<file path="config.mk">
export PLATFORM = sky130hd
export DESIGN_NAME = rgb_led_blink_fade_sequencer_unit_flat
export DESIGN_NICKNAME = d
export VERILOG_FILES = /design/src/hw/rtl/rgbseq_pkg.sv /design/src/hw/rtl/rgbseq_item_if.sv /design/src/hw/rtl/rgbseq_result_if.sv /design/src/hw/rtl/rgbseq_cfg_if.sv /design/src/hw/rtl/rgb_led_blink_fade_sequencer_unit.sv /design/src/hw/rtl/rgbseq_led_core.sv /design/src/hw/rtl/rgbseq_drive_stage.sv /design/src/flat_wrapper.sv
export SDC_FILE = /design/constraint.sdc
export NUM_CORES = 1
export LEC_CHECK = 0
export BUFFER_PORTS_ARGS = -buffer_cell sky130_fd_sc_hd__buf_2
export CAP_MARGIN = 15
export CORE_MARGIN = 1
export CORE_UTILIZATION = 30
export CTS_CLUSTER_DIAMETER = 60
export CTS_CLUSTER_SIZE = 20
export DETAILED_ROUTE_END_ITERATION = 6
export SYNTH_ARGS = -nofsm -noshare
export SYNTH_HDL_FRONTEND = slang
export SYNTH_SLANG_ARGS = --single-unit
</file>
<file path="constraint.sdc">
create_clock -name clk -period 13 [get_ports clk]
set_clock_uncertainty 0.1 [all_clocks]
set_input_delay 0.65 -clock clk [delete_from_list [all_inputs] [get_ports clk]]
set_output_delay 0.65 -clock clk [all_outputs]
set_load 0.005 [all_outputs]
</file>
<file path="src/hw/rtl/rgbseq_pkg.sv">
package rgbseq_pkg;

	// Field and state widths.
	localparam int unsigned TIMER_W   = 25;
	localparam int unsigned COLOR_W   = 8;
	localparam int unsigned ALPHA_W   = 8;
	localparam int unsigned HOLD_W    = 24;
	localparam int unsigned SHIFT_W   = 3;
	localparam int unsigned MODE_W    = 2;
	localparam int unsigned CFG_IDX_W = 2;
	localparam int unsigned CFG_DAT_W = HOLD_W;

	// Register indexes on the configuration channel.
	localparam logic [CFG_IDX_W-1:0] REG_HOLD_TICKS  = 2'd0;
	localparam logic [CFG_IDX_W-1:0] REG_BLINK_SHIFT = 2'd1;
	localparam logic [CFG_IDX_W-1:0] REG_FADE_SHIFT  = 2'd2;

	// Reset values.
	localparam logic [HOLD_W-1:0]  HOLD_TICKS_RST  = 24'd117640;
	localparam logic [SHIFT_W-1:0] BLINK_SHIFT_RST = 3'd3;
	localparam logic [SHIFT_W-1:0] FADE_SHIFT_RST  = 3'd4;
	localparam logic [COLOR_W-1:0] COLOR_RST       = 8'd100;

	// Brightness constants.
	localparam logic [ALPHA_W-1:0] ALPHA_FULL  = 8'hFF;
	localparam logic [ALPHA_W-1:0] ALPHA_DARK  = 8'h00;
	localparam logic [TIMER_W-1:0] BLINK_PEAK  = 25'd256;
	localparam logic [TIMER_W-1:0] BLINK_WRAP  = 25'd511;
	localparam logic [TIMER_W:0]   FADE_STEPS  = 26'd255;

	typedef enum logic [MODE_W-1:0] {
		MODE_CONST     = 2'd0,
		MODE_BLINK     = 2'd1,
		MODE_TIMEOUT   = 2'd2,
		MODE_CONST_ALT = 2'd3
	} mode_t;

	typedef enum logic {
		FUNC_TICK = 1'b0,
		FUNC_LOAD = 1'b1
	} func_t;

	// Live configuration register values.
	typedef struct packed {
		logic [HOLD_W-1:0]  hold_ticks;
		logic [SHIFT_W-1:0] blink_shift;
		logic [SHIFT_W-1:0] fade_shift;
	} cfg_t;

	// One input word as held in the input register.
	typedef struct packed {
		func_t              func;
		logic               led_select;
		logic [COLOR_W-1:0] red;
		logic [COLOR_W-1:0] green;
		logic [COLOR_W-1:0] blue;
		mode_t              mode;
	} item_t;

	// Alpha and raw colour of the LED served by a tick.
	typedef struct packed {
		logic               led;
		logic [ALPHA_W-1:0] alpha;
		logic [COLOR_W-1:0] red;
		logic [COLOR_W-1:0] green;
		logic [COLOR_W-1:0] blue;
	} tick_res_t;

endpackage

</file>
<file path="src/hw/rtl/rgbseq_item_if.sv">
interface rgbseq_item_if;
	import rgbseq_pkg::*;

	logic               valid;
	logic               ready;
	logic               func;
	logic               led_select;
	logic [COLOR_W-1:0] red_in;
	logic [COLOR_W-1:0] green_in;
	logic [COLOR_W-1:0] blue_in;
	logic [MODE_W-1:0]  mode_in;

	modport source (
		output valid, func, led_select, red_in, green_in, blue_in, mode_in,
		input  ready
	);
	modport sink (
		input  valid, func, led_select, red_in, green_in, blue_in, mode_in,
		output ready
	);
endinterface

</file>
<file path="src/hw/rtl/rgbseq_result_if.sv">
interface rgbseq_result_if;
	import rgbseq_pkg::*;

	logic               valid;
	logic               ready;
	logic               led_served;
	logic [ALPHA_W-1:0] alpha_out;
	logic [COLOR_W-1:0] red_drive;
	logic [COLOR_W-1:0] green_drive;
	logic [COLOR_W-1:0] blue_drive;

	modport source (
		output valid, led_served, alpha_out, red_drive, green_drive, blue_drive,
		input  ready
	);
	modport sink (
		input  valid, led_served, alpha_out, red_drive, green_drive, blue_drive,
		output ready
	);
endinterface

</file>
<file path="src/hw/rtl/rgbseq_cfg_if.sv">
interface rgbseq_cfg_if;
	import rgbseq_pkg::*;

	logic                 valid;
	logic                 ready;
	logic [CFG_IDX_W-1:0] index;
	logic [CFG_DAT_W-1:0] data;

	modport source (
		output valid, index, data,
		input  ready
	);
	modport sink (
		input  valid, index, data,
		output ready
	);
endinterface

</file>
<file path="src/hw/rtl/rgb_led_blink_fade_sequencer_unit.sv">
// Brightness sequencer for NUM_LEDS RGB LEDs. A load word (func 1) sets one LED's
// colour and mode (constant, blink, timeout) and produces no result; a tick word
// (func 0) serves the next LED in turn, starting with LED 1, and produces one result
// word with that LED's alpha and its colour scaled as value*alpha>>8. The block takes
// one word per clock while input ready is high: each word passes an input register, the
// timer update and scaling logic, and the output register, so a tick's result is
// registered in the output register as the tick leaves the input register and is offered
// until taken, and a load affects any word accepted after it. Input ready drops only
// while a tick waits in the input register behind an output word that has not been taken.
// Configuration registers (hold_ticks, blink_shift, fade_shift)
// are always ready and are to be written only while no word is in flight.
module rgb_led_blink_fade_sequencer_unit
	import rgbseq_pkg::*;
#(
	parameter int NUM_LEDS = 2
) (
	input  logic            clk,
	input  logic            arst_n,
	rgbseq_item_if.sink     item,
	rgbseq_result_if.source result,
	rgbseq_cfg_if.sink      cfg
);

	logic      s1_valid_q;
	item_t     item_s1;
	logic      out_free;
	logic      s1_fire;
	logic      tick_take;
	logic      in_accept;
	cfg_t      cfg_q;
	tick_res_t tick_res;

	// Handshake: a load always leaves the input register, a tick needs output room.
	assign out_free   = !result.valid || result.ready;
	assign s1_fire    = s1_valid_q && (item_s1.func == FUNC_LOAD || out_free);
	assign tick_take  = s1_fire && (item_s1.func == FUNC_TICK);
	assign item.ready = !s1_valid_q || s1_fire;
	assign in_accept  = item.valid && item.ready;
	assign cfg.ready  = 1'b1;

	// Input register valid flag.
	always_ff @(posedge clk or negedge arst_n) begin
		if (!arst_n) begin
			s1_valid_q <= 1'b0;
		end else if (in_accept) begin
			s1_valid_q <= 1'b1;
		end else if (s1_fire) begin
			s1_valid_q <= 1'b0;
		end
	end

	// Input register payload.
	always_ff @(posedge clk) begin
		if (in_accept) begin
			item_s1.func       <= func_t'(item.func);
			item_s1.led_select <= item.led_select;
			item_s1.red        <= item.red_in;
			item_s1.green      <= item.green_in;
			item_s1.blue       <= item.blue_in;
			item_s1.mode       <= mode_t'(item.mode_in);
		end
	end

	// Configuration registers.
	always_ff @(posedge clk or negedge arst_n) begin
		if (!arst_n) begin
			cfg_q.hold_ticks  <= HOLD_TICKS_RST;
			cfg_q.blink_shift <= BLINK_SHIFT_RST;
			cfg_q.fade_shift  <= FADE_SHIFT_RST;
		end else if (cfg.valid && cfg.ready) begin
			case (cfg.index)
				REG_HOLD_TICKS:  cfg_q.hold_ticks  <= cfg.data;
				REG_BLINK_SHIFT: cfg_q.blink_shift <= cfg.data[SHIFT_W-1:0];
				REG_FADE_SHIFT:  cfg_q.fade_shift  <= cfg.data[SHIFT_W-1:0];
				default: ;
			endcase
		end
	end

	rgbseq_led_core #(
		.NUM_LEDS(NUM_LEDS)
	) u_core (
		.clk    (clk),
		.arst_n (arst_n),
		.cfg    (cfg_q),
		.fire   (s1_fire),
		.word   (item_s1),
		.res    (tick_res)
	);

	rgbseq_drive_stage u_drive (
		.clk    (clk),
		.arst_n (arst_n),
		.take   (tick_take),
		.res_in (tick_res),
		.result (result)
	);

`ifndef SYNTH
	// A result word only appears after a tick left the input register.
	a_result_from_tick: assert property (@(posedge clk) disable iff (!arst_n)
		$rose(result.valid) |-> $past(tick_take))
		else $error("result word appeared without a tick");

	// Input backpressure only comes from a tick blocked by a full output register.
	a_stall_cause: assert property (@(posedge clk) disable iff (!arst_n)
		!item.ready |-> (s1_valid_q && item_s1.func == FUNC_TICK &&
		                 result.valid && !result.ready))
		else $error("input stalled without a blocked tick");
`endif

endmodule

</file>
<file path="src/hw/rtl/rgbseq_led_core.sv">
module rgbseq_led_core
	import rgbseq_pkg::*;
#(
	parameter int NUM_LEDS = 2
) (
	input  logic      clk,
	input  logic      arst_n,
	input  cfg_t      cfg,
	input  logic      fire,
	input  item_t     word,
	output tick_res_t res
);

	localparam int IDX_W = (NUM_LEDS > 1) ? $clog2(NUM_LEDS) : 1;
	// With a single LED the second select code addresses nothing.
	localparam bit SEL1_OK = (NUM_LEDS > 1);

	logic [IDX_W-1:0]   turn_q;
	logic [TIMER_W-1:0] timer_q [NUM_LEDS];
	mode_t              mode_q  [NUM_LEDS];
	logic [COLOR_W-1:0] red_q   [NUM_LEDS];
	logic [COLOR_W-1:0] green_q [NUM_LEDS];
	logic [COLOR_W-1:0] blue_q  [NUM_LEDS];

	logic [IDX_W-1:0]   turn_nxt;
	logic [IDX_W-1:0]   sel_idx;
	logic               sel_ok;
	logic [TIMER_W-1:0] cur_timer;
	logic [TIMER_W-1:0] t_inc;
	logic [TIMER_W-1:0] blink_sh;
	logic [TIMER_W:0]   fade_end;
	logic [TIMER_W-1:0] fade_pos;
	logic [TIMER_W-1:0] fade_sh;
	logic [TIMER_W-1:0] timer_nxt;
	logic [ALPHA_W-1:0] alpha;

	// The turn advances before use, so with two or more LEDs the first tick serves LED 1.
	assign turn_nxt  = (turn_q == IDX_W'(NUM_LEDS - 1)) ? '0 : turn_q + 1'b1;
	assign cur_timer = timer_q[turn_nxt];
	assign t_inc     = cur_timer + 1'b1;

	// Blink ramp: triangle wave on the shifted timer.
	assign blink_sh = t_inc >> cfg.blink_shift;

	// Timeout: hold, then a linear fade, then dark.
	assign fade_end = {2'b00, cfg.hold_ticks} + (FADE_STEPS << cfg.fade_shift);
	assign fade_pos = t_inc - TIMER_W'(cfg.hold_ticks);
	assign fade_sh  = fade_pos >> cfg.fade_shift;

	// Alpha and the timer value written back for the served LED.
	always_comb begin
		alpha     = ALPHA_FULL;
		timer_nxt = cur_timer;
		case (mode_q[turn_nxt])
			MODE_BLINK: begin
				alpha     = (blink_sh < BLINK_PEAK) ? blink_sh[ALPHA_W-1:0]
				                                    : ~blink_sh[ALPHA_W-1:0];
				timer_nxt = (blink_sh >= BLINK_WRAP) ? '0 : t_inc;
			end
			MODE_TIMEOUT: begin
				if (cur_timer < TIMER_W'(cfg.hold_ticks)) begin
					alpha     = ALPHA_FULL;
					timer_nxt = t_inc;
				end else if ({1'b0, cur_timer} < fade_end) begin
					alpha     = ~fade_sh[ALPHA_W-1:0];
					timer_nxt = t_inc;
				end else begin
					alpha     = ALPHA_DARK;
				end
			end
			default: begin
				alpha     = ALPHA_FULL;
				timer_nxt = cur_timer;
			end
		endcase
	end

	assign res.led   = turn_nxt[0];
	assign res.alpha = alpha;
	assign res.red   = red_q[turn_nxt];
	assign res.green = green_q[turn_nxt];
	assign res.blue  = blue_q[turn_nxt];

	assign sel_idx = IDX_W'(word.led_select);
	assign sel_ok  = !word.led_select || SEL1_OK;

	// Per-LED state: loads write colour and mode, ticks advance the turn and write back the timer.
	always_ff @(posedge clk or negedge arst_n) begin
		if (!arst_n) begin
			turn_q <= '0;
			for (int i = 0; i < NUM_LEDS; i++) begin
				timer_q[i] <= '0;
				mode_q[i]  <= MODE_TIMEOUT;
				red_q[i]   <= COLOR_RST;
				green_q[i] <= COLOR_RST;
				blue_q[i]  <= COLOR_RST;
			end
		end else if (fire) begin
			if (word.func == FUNC_LOAD) begin
				if (sel_ok) begin
					red_q[sel_idx]   <= word.red;
					green_q[sel_idx] <= word.green;
					blue_q[sel_idx]  <= word.blue;
					mode_q[sel_idx]  <= word.mode;
					// Rewriting blink as blink keeps the running phase.
					if (!(mode_q[sel_idx] == MODE_BLINK && word.mode == MODE_BLINK)) begin
						timer_q[sel_idx] <= '0;
					end
				end
			end else begin
				turn_q            <= turn_nxt;
				timer_q[turn_nxt] <= timer_nxt;
			end
		end
	end

endmodule

</file>
<file path="src/hw/rtl/rgbseq_drive_stage.sv">
module rgbseq_drive_stage
	import rgbseq_pkg::*;
(
	input  logic                   clk,
	input  logic                   arst_n,
	input  logic                   take,
	input  tick_res_t              res_in,
	rgbseq_result_if.source        result
);

	logic [2*COLOR_W-1:0] red_prod;
	logic [2*COLOR_W-1:0] green_prod;
	logic [2*COLOR_W-1:0] blue_prod;
	logic                 valid_q;

	// Colour times alpha; the drive value is the upper byte.
	assign red_prod   = res_in.red   * res_in.alpha;
	assign green_prod = res_in.green * res_in.alpha;
	assign blue_prod  = res_in.blue  * res_in.alpha;

	// Output word valid flag.
	always_ff @(posedge clk or negedge arst_n) begin
		if (!arst_n) begin
			valid_q <= 1'b0;
		end else if (take) begin
			valid_q <= 1'b1;
		end else if (result.ready) begin
			valid_q <= 1'b0;
		end
	end

	// Output word payload.
	always_ff @(posedge clk) begin
		if (take) begin
			result.led_served  <= res_in.led;
			result.alpha_out   <= res_in.alpha;
			result.red_drive   <= red_prod[2*COLOR_W-1:COLOR_W];
			result.green_drive <= green_prod[2*COLOR_W-1:COLOR_W];
			result.blue_drive  <= blue_prod[2*COLOR_W-1:COLOR_W];
		end
	end

	assign result.valid = valid_q;

endmodule

</file>
<file path="src/flat_wrapper.sv">
// flat-port wrapper written by rule: the top's interface ports become plain ports
module rgb_led_blink_fade_sequencer_unit_flat import rgbseq_pkg::*;
#(
	parameter int NUM_LEDS = 2
)
  (clk, arst_n, item_valid, item_func, item_led_select, item_red_in, item_green_in, item_blue_in, item_mode_in, item_ready, result_valid, result_led_served, result_alpha_out, result_red_drive, result_green_drive, result_blue_drive, result_ready, cfg_valid, cfg_index, cfg_data, cfg_ready);
  rgbseq_item_if item_i ();
  rgbseq_result_if result_i ();
  rgbseq_cfg_if cfg_i ();
  input  logic clk;
  input  logic arst_n;
  input wire logic [$bits(item_i.valid)-1:0] item_valid;
  input wire logic [$bits(item_i.func)-1:0] item_func;
  input wire logic [$bits(item_i.led_select)-1:0] item_led_select;
  input wire logic [$bits(item_i.red_in)-1:0] item_red_in;
  input wire logic [$bits(item_i.green_in)-1:0] item_green_in;
  input wire logic [$bits(item_i.blue_in)-1:0] item_blue_in;
  input wire logic [$bits(item_i.mode_in)-1:0] item_mode_in;
  output wire logic [$bits(item_i.ready)-1:0] item_ready;
  output wire logic [$bits(result_i.valid)-1:0] result_valid;
  output wire logic [$bits(result_i.led_served)-1:0] result_led_served;
  output wire logic [$bits(result_i.alpha_out)-1:0] result_alpha_out;
  output wire logic [$bits(result_i.red_drive)-1:0] result_red_drive;
  output wire logic [$bits(result_i.green_drive)-1:0] result_green_drive;
  output wire logic [$bits(result_i.blue_drive)-1:0] result_blue_drive;
  input wire logic [$bits(result_i.ready)-1:0] result_ready;
  input wire logic [$bits(cfg_i.valid)-1:0] cfg_valid;
  input wire logic [$bits(cfg_i.index)-1:0] cfg_index;
  input wire logic [$bits(cfg_i.data)-1:0] cfg_data;
  output wire logic [$bits(cfg_i.ready)-1:0] cfg_ready;
  assign item_i.valid = item_valid;
  assign item_i.func = item_func;
  assign item_i.led_select = item_led_select;
  assign item_i.red_in = item_red_in;
  assign item_i.green_in = item_green_in;
  assign item_i.blue_in = item_blue_in;
  assign item_i.mode_in = item_mode_in;
  assign item_ready = item_i.ready;
  assign result_valid = result_i.valid;
  assign result_led_served = result_i.led_served;
  assign result_alpha_out = result_i.alpha_out;
  assign result_red_drive = result_i.red_drive;
  assign result_green_drive = result_i.green_drive;
  assign result_blue_drive = result_i.blue_drive;
  assign result_i.ready = result_ready;
  assign cfg_i.valid = cfg_valid;
  assign cfg_i.index = cfg_index;
  assign cfg_i.data = cfg_data;
  assign cfg_ready = cfg_i.ready;
  rgb_led_blink_fade_sequencer_unit #(.NUM_LEDS(NUM_LEDS)) u_core (.clk(clk), .arst_n(arst_n), .item(item_i), .result(result_i), .cfg(cfg_i));
endmodule
</file>
* Word-level counts from Yosys, hierarchy flattened *
Cells that the tools add are included.

word-level totals
  word-level logic and storage cells = 125
  bits in read-only memories = 0
  input bits = 59
  register bits after elaboration = 196
  bits in latches = 0
  RAM bits = 0
  output and inout bits = 36
  memories kept = 0

cells by class
  shift-type cells = 3
  divide/modulo/power cells = 0
  bitwise operators = 7
  equality and inequality tests = 7
  order comparisons = 8
  $mul = 3
  add/subtract/negate cells = 4
  reduce and logical (&&, ||, !) cells = 20
  multiplexer cells = 46

operator list
  kind                                                   count
  2-to-1 mux 25 bit                                      8
  2-to-1 mux 8 bit                                       13
  2-to-1 mux 50 bit                                      2
  bitwise AND 50 bit                                     1
  bitwise mux 50 bit                                     1
  demux 25 bit (select 1 bit)                            2
  inverter 50 bit                                        1
  one-hot mux 25 bit (2 select lines)                    1
  bitwise mux 16 bit                                     3
  multiplier 8 x 8 -> 16 bit                             3
  adder 24 x 26 -> 26 bit                                1
  < comparator 25 x 26 -> 1 bit                          1
  left shift 8 x 3 -> 26 bit (first input constant)      1
  adder 25 x 1 -> 25 bit (second input constant)         1
  >= comparator 25 x 9 -> 1 bit (second input constant)  1
  < comparator 25 x 24 -> 1 bit                          1
  < comparator 25 x 9 -> 1 bit (second input constant)   1
  >> shifter 25 x 3 -> 25 bit                            1
  >> shifter 25 x 3 -> 8 bit                             1
  subtractor 25 x 24 -> 25 bit                           1
  inverter 8 bit                                         2
  one-hot mux 8 bit (2 select lines)                     1
  2-to-1 mux 2 bit                                       7
  AND reduction 2 bit                                    6
  other kinds (17)                                       37

* Logic depth before layout (Yosys ltp) *
  word-level depth = 14
  depth in mapped cells = 50
  mapped depth without buffers = 47

* Hierarchy *
Synthesis repeated with hierarchy kept, for this count alone.

unflattened totals
  cell total of the unflattened synthesis = 1936
  area, all modules = 19149.6 um^2

by module, submodules not included
  module                             area an instance (um^2)  times used  sequential area each (um^2)  cells each
  rgbseq_led_core                    10122.2                  1           2602.5                       1110
  rgbseq_drive_stage                 6939.2                   1           1016.0                       722
  rgb_led_blink_fade_sequencer_unit  2088.3                   1           1630.3                       104

* Least setup slack after synthesis *
No wires, ideal clock.

  path type = reg2reg
  from = reg u_core.cfg_q[1] in the netlist's numbering
  to = reg u_core.u_drive.result.blue_drive[4] (data pin)
  data arrival time = 10098 ps
  clock period less this slack = 10460 ps
  cell stages (with the launch flop) = 43
  slack = 2540 ps
  setup time = 262 ps
  path buffers = 2
  required time = 12638 ps
  path through = dfrtp_1 -> clkbuf_1 -> inv_1 -> clkbuf_1 -> nand2_1 -> inv_1 -> ha_1 -> a21o_1 -> a21oi_1 -> o21bai_1 -> a21oi_1 -> o21bai_1 -> a211o_1 -> a21oi_1 -> o21ai_0 -> o311a_1 -> o21a_1 -> o21ai_0 -> [... 7 more ...] -> or3_1 -> o311a_1 -> or2_2 -> fa_1 -> fa_1 -> inv_1 -> fa_1 -> inv_1 -> fa_1 -> inv_1 -> ha_1 -> a2111oi_0 -> inv_1 -> o22ai_1 -> a211oi_1 -> a211oi_1 -> o21bai_1 -> xor2_1

between the ends
  cells in the longest elaborated chain, start to end = 7
  elaborated cells on any way between the ends = 9
  those cells by class = add/sub: 1; mul: 1; order compare: 1; shift: 2; mux: 3; bitwise: 1

ends and longest elaborated chain
  element                                 line                                     source
  start: declaration                      rgb_led_blink_fade_sequencer_unit.sv:30  cfg_t cfg_q;
  left shift 8 x 3 -> 26 bit              rgbseq_led_core.sv:46                    assign fade_end = {2'b00, cfg.hold_ticks} + (FADE_STEPS << cfg.fade_shift);
  adder 24 x 26 -> 26 bit                 rgbseq_led_core.sv:46
  < comparator 25 x 26 -> 1 bit           rgbseq_led_core.sv:64                    end else if ({1'b0, cur_timer} < fade_end) begin
  2-to-1 mux 8 bit (*)                    rgbseq_led_core.sv:64
  2-to-1 mux 8 bit (*)                    rgbseq_led_core.sv:61                    if (cur_timer < TIMER_W'(cfg.hold_ticks)) begin
  one-hot mux 8 bit (2 select lines) (*)  rgbseq_led_core.sv:54                    case (mode_q[turn_nxt])
  multiplier 8 x 8 -> 16 bit (*)          rgbseq_drive_stage.sv:19                 assign blue_prod = res_in.blue * res_in.alpha;
  net u_core.u_drive.blue_prod[12]        rgbseq_drive_stage.sv:13                 logic [2*COLOR_W-1:0] blue_prod;
  end signal: assignment                  rgbseq_drive_stage.sv:39                 result.blue_drive <= blue_prod[2*COLOR_W-1:COLOR_W];
  end: declaration                        rgbseq_result_if.sv:13                   output valid, led_served, alpha_out, red_drive, green_drive, blue_drive,

The timed path passes the listed nets; every way through them passes the cells marked *.
A chain may end at the register's enable or synchronous reset.

* Worst setup path in the final report *
  from = reg u_core.cfg_q[0] in the netlist's numbering
  to = reg u_core.u_drive.result.blue_drive[4] (data pin)

Same word-level chain as after synthesis.

==> metrics.txt <==
# TYPE chip_impl_metric gauge
chip_impl_metric{name="crit_arrival",unit="ns"} 12.30
chip_impl_metric{name="r2r_cells",unit=""} 40
chip_impl_metric{name="clock.fmax",unit="MHz"} 82.32
chip_impl_metric{name="combined_area_of_the_multi_input_logic_cells",unit="mm^2"} 0.01159
chip_impl_metric{name="cts_hold_repair.buffers",unit=""} 0
chip_impl_metric{name="gp_congestion",unit=""} 0.9473
chip_impl_metric{name="floorplan.initialDensity",unit="%"} 30.31
chip_impl_metric{name="grt_pass1_wl",unit="um"} 76750
chip_impl_metric{name="diodes_inserted",unit=""} 0
chip_impl_info{name="dominantRegCellSynth",value="sky130_fd_sc_hd__dfrtp_1"} 1
chip_impl_info{name="critPathCaptureType",value="flip-flop"} 1
chip_impl_metric{name="path_max_fanout",unit=""} 25
chip_impl_info{name="rr_endpoint",value="u_core.u_drive.result.blue_drive[4]"} 1
chip_impl_info{name="setup.worst_path.class",value="reg -> reg"} 1
chip_impl_info{name="synth_top_area_cell",value="sky130_fd_sc_hd__dfrtp_1"} 1
chip_impl_metric{name="synth-warning-count",unit=""} 0
chip_impl_metric{name="post_drt_wl_per_cell",unit="um"} 17.89
chip_impl_info{name="root_buffer",value="sky130_fd_sc_hd__clkbuf_16"} 1
chip_impl_info{name="run_status",value="completed"} 1
chip_impl_info{name="crit_slowest_cell",value="sky130_fd_sc_hd__o221a_2"} 1
chip_impl_info{name="hold_path_class",value="in -> async"} 1
chip_impl_info{name="synth_top_cells_by_count",value="211 x sky130_fd_sc_hd__nor2_1, 203 x sky130_fd_sc_hd__inv_1, 178 x sky130_fd_sc_hd__ha_1, 107 x sky130_fd_sc_hd__fa_1, 104 x sky130_fd_sc_hd__dfrtp_1"} 1
chip_impl_metric{name="slew-limit-headroom",unit="%"} 18.18
chip_impl_metric{name="synth_seq_cells",unit=""} 196
chip_impl_metric{name="first_global_vias",unit=""} 14074
chip_impl_info{name="crit_path_start_kind",value="flip-flop"} 1
chip_impl_info{name="crit_top_cell",value="sky130_fd_sc_hd__inv_1"} 1
chip_impl_metric{name="post_cts_setup_buffers",unit=""} 0
chip_impl_info{name="cts_tree",value="yes"} 1
chip_impl_info{name="worstSetupEndpoint",value="u_core.u_drive.result.blue_drive[4]"} 1
chip_impl_info{name="cp-startpoint",value="u_core.cfg_q[0]"} 1
chip_impl_metric{name="hpwl",unit="um"} 36980
chip_impl_metric{name="cts_sinks",unit=""} 196
chip_impl_metric{name="num-nets-final",unit=""} 2243
chip_impl_metric{name="critical_path_required",unit="ns"} 13.15
chip_impl_metric{name="routed_wl",unit="um"} 48030
chip_impl_metric{name="ctsLongestPathBuffers",unit=""} 2
chip_impl_metric{name="synthDistinctLibCells",unit=""} 85
chip_impl_metric{name="drt_first_iter_violations",unit=""} 828
chip_impl_metric{name="synthesis.area_per_instance",unit="um^2"} 9.772
chip_impl_metric{name="synthesis.area",unit="mm^2"} 0.01785
chip_impl_metric{name="route.detailed.vias_per_inst",unit=""} 5.189
chip_impl_metric{name="critical_path_cell_count",unit=""} 40
chip_impl_metric{name="die_h",unit="um"} 246.0
chip_impl_metric{name="count_of_cells_resized_by_post_cts_repair",unit=""} 0
chip_impl_metric{name="groute.usage.overall",unit="%"} 16.26
chip_impl_metric{name="io_pins",unit=""} 95
chip_impl_info{name="timing.critical_path.max_delay_family",value="compound AO/OA/AOI/OAI gates"} 1
chip_impl_metric{name="postSynthCellCount",unit=""} 1827
chip_impl_metric{name="regArea",unit="mm^2"} 0.005253
chip_impl_metric{name="postSynth.asyncResetShare",unit="%"} 68.88
chip_impl_metric{name="post-route-drc-count",unit=""} 0
chip_impl_metric{name="clock_insertion_delay_worst_skew",unit="ns"} 0.51
chip_impl_metric{name="setup_viol",unit=""} 0
chip_impl_metric{name="cap_viol_max_count",unit=""} 0
chip_impl_metric{name="design.core.area",unit="mm^2"} 0.05891
chip_impl_metric{name="timing.final.crit_share",unit="%"} 93.45
chip_impl_metric{name="postSynthNetCount",unit=""} 2171
chip_impl_metric{name="tightest_pin_transition",unit="ns"} 1.227
chip_impl_metric{name="htree_num_levels",unit=""} 4
chip_impl_metric{name="timing_max_transition_violations_final",unit=""} 0
chip_impl_metric{name="cts_inserted_buffers",unit=""} 17
chip_impl_metric{name="synth-edff-count",unit=""} 61
chip_impl_metric{name="largest_net_degree_at_the_start_of_global_routing",unit=""} 74
chip_impl_metric{name="drt_pass1_iterations",unit=""} 7
chip_impl_metric{name="clkSlewWorstSetupHoldPaths",unit="ns"} 0.10
chip_impl_info{name="rsz_0062_raised_after_global_routing",value="no"} 1
chip_impl_metric{name="dieArea",unit="mm^2"} 0.06049
chip_impl_info{name="yosysMostFrequentCell",value="sky130_fd_sc_hd__nor2_1"} 1
chip_impl_metric{name="synth.top_cell.area_share",unit="%"} 14.58
chip_impl_metric{name="overflow",unit=""} 0
chip_impl_metric{name="timing.critical_path.buf_inv",unit=""} 7
chip_impl_metric{name="seq_area_frac_synth",unit="%"} 29.40
chip_impl_metric{name="floorplan.rows",unit=""} 89
chip_impl_info{name="synth.top_cells.by_area",value="sky130_fd_sc_hd__dfrtp_1 15%, sky130_fd_sc_hd__ha_1 12%, sky130_fd_sc_hd__fa_1 12%, sky130_fd_sc_hd__edfxtp_1 10%, sky130_fd_sc_hd__dfstp_2 4.6%"} 1
chip_impl_metric{name="r2r_setup_slack",unit="ns"} 0.85
chip_impl_info{name="r2r_start",value="u_core.cfg_q[0]"} 1
chip_impl_metric{name="max_stage_delay",unit="ns"} 0.76
chip_impl_metric{name="ant_nets",unit=""} 0
chip_impl_metric{name="die-width",unit="um"} 246.0
chip_impl_metric{name="antenna_violations_before_repair",unit=""} 1
chip_impl_metric{name="hold_viol_final",unit=""} 0
chip_impl_metric{name="fin_crit",unit="ns"} 12.15
chip_impl_metric{name="port-buffer-count",unit=""} 93
chip_impl_metric{name="layout-drive-gt1-share",unit="%"} 17.05
chip_impl_metric{name="fill_cells",unit=""} 5939
chip_impl_metric{name="setup-tns-final",unit="ns"} 0
chip_impl_metric{name="detailroute.via_count",unit=""} 13932
chip_impl_metric{name="post-route-util",unit="%"} 33.73
chip_impl_metric{name="syn2layout_area_growth",unit="%"} 11.30
[worst register-to-register path, delay by kind of cell, from the launching register on]
kind,cells,cell delay [ns]
xor gates and xnor gates,2,0.30
buffers and inverters,7,0.80
AOI/OAI and AO/OA,20,6.39
DFF,1,0.73
adders and majority gates,7,3.00
and+or+nand+nor,4,0.60
[flip-flops by register name, summed over array words and instances, names as in the netlist]
name and cells:
u_core.u_core.timer_q 50, u_core.cfg_q 30, u_core.item_s1 28, u_core.u_core.blue_q 16, u_core.u_core.green_q 16, u_core.u_core.red_q 16, u_core.u_drive.result.alpha_out 8, u_core.u_drive.result.blue_drive 8
u_core.u_drive.result.green_drive 8, u_core.u_drive.result.red_drive 8, u_core.u_core.mode_q 4, u_core.s1_valid_q 1, u_core.u_core.turn_q 1, u_core.u_drive.result.led_served 1, u_core.u_drive.result.valid 1
[through the flow]
step / cells / hold slack, ns / area, um^2 / setup slack, ns
6_report: 2685 / 0.03050 / 19870 / 0.8517
2_1_floorplan: 1827 / 0.2544 / 17850 / 2.540
3_3_place_gp: 2653 / 0.3857 / 19210 / 1.430
4_1_cts: 2685 / 0.02760 / 19870 / 1.024
5_1_grt: 2685 / 0.06064 / 19870 / 0.1252
3_5_place_dp: 2653 / 0.3883 / 19210 / 1.091
[routing by layer]
metal	global-route usage, %	wire [um]
met2	26.82	23150
met3	3.078	2226
met5	0	0
met4	6.522	1352
met1	20.79	21300
[placed cells by master, fill, tap and decap left out, types with 17 or more instances in the layout]
cell,instances
sky130_fd_sc_hd__nor2_1,211
sky130_fd_sc_hd__inv_1,203
sky130_fd_sc_hd__ha_1,178
sky130_fd_sc_hd__fa_1,107
sky130_fd_sc_hd__dfrtp_1,103
sky130_fd_sc_hd__o21ai_0,101
sky130_fd_sc_hd__buf_2,92
sky130_fd_sc_hd__nand2_1,86
sky130_fd_sc_hd__a21oi_1,71
sky130_fd_sc_hd__mux2_2,70
sky130_fd_sc_hd__mux2i_1,61
sky130_fd_sc_hd__edfxtp_1,61
sky130_fd_sc_hd__xnor2_1,51
sky130_fd_sc_hd__or2_2,40
sky130_fd_sc_hd__dfstp_2,31
sky130_fd_sc_hd__nand3_1,30
sky130_fd_sc_hd__a22o_1,25
sky130_fd_sc_hd__xor2_1,23
sky130_fd_sc_hd__buf_4,20
sky130_fd_sc_hd__a21o_1,19
sky130_fd_sc_hd__nor3_1,18
sky130_fd_sc_hd__clkbuf_16,17
[logic make-up (layout without fill, tap and decap cells)]
kind of cell	after synthesis	in the layout	synth area share, %
and+or+nand+nor	489	489	13.15
AOI/OAI and AO/OA	371	371	13.98
adders and majority gates	285	285	24.47
buffers and inverters	266	351	5.845
DFF	196	196	29.40
muxes	142	142	9.223
xor gates and xnor gates	77	77	3.904
other	1	1	0.02100
[area by class of cell]
type                            count  share of cell area (%)
Clock inverter                     15                   1.209
Clock buffer                       17                   2.141
Inverter                          206                   3.891
Tap cell                          773                   4.867
Sequential cell                   196                   26.43
Timing Repair Buffer              113                   3.129
Multi-Input combinational cell   1365                   58.33
[worst min-delay path by stage]
stage / start / endpoint / slack (ns) / depth (start not counted)
after floorplan: arst_n / u_core.cfg_q[0] / 0.25 / 0
after global placement: u_core.item_s1[24] / u_core.u_core.red_q[14] / 0.39 / 1
after detailed placement: u_core.u_core.timer_q[33] / u_core.u_core.timer_q[33] / 0.39 / 1
after CTS: arst_n / u_core.cfg_q[0] / 0.03 / 1
after global routing: arst_n / u_core.cfg_q[23] / 0.06 / 1
final: arst_n / u_core.cfg_q[24] / 0.03 / 1
Power is left out: the tool's default activity adds up to more than one toggle a clock period on the data nets, which glitch-free logic cannot reach.
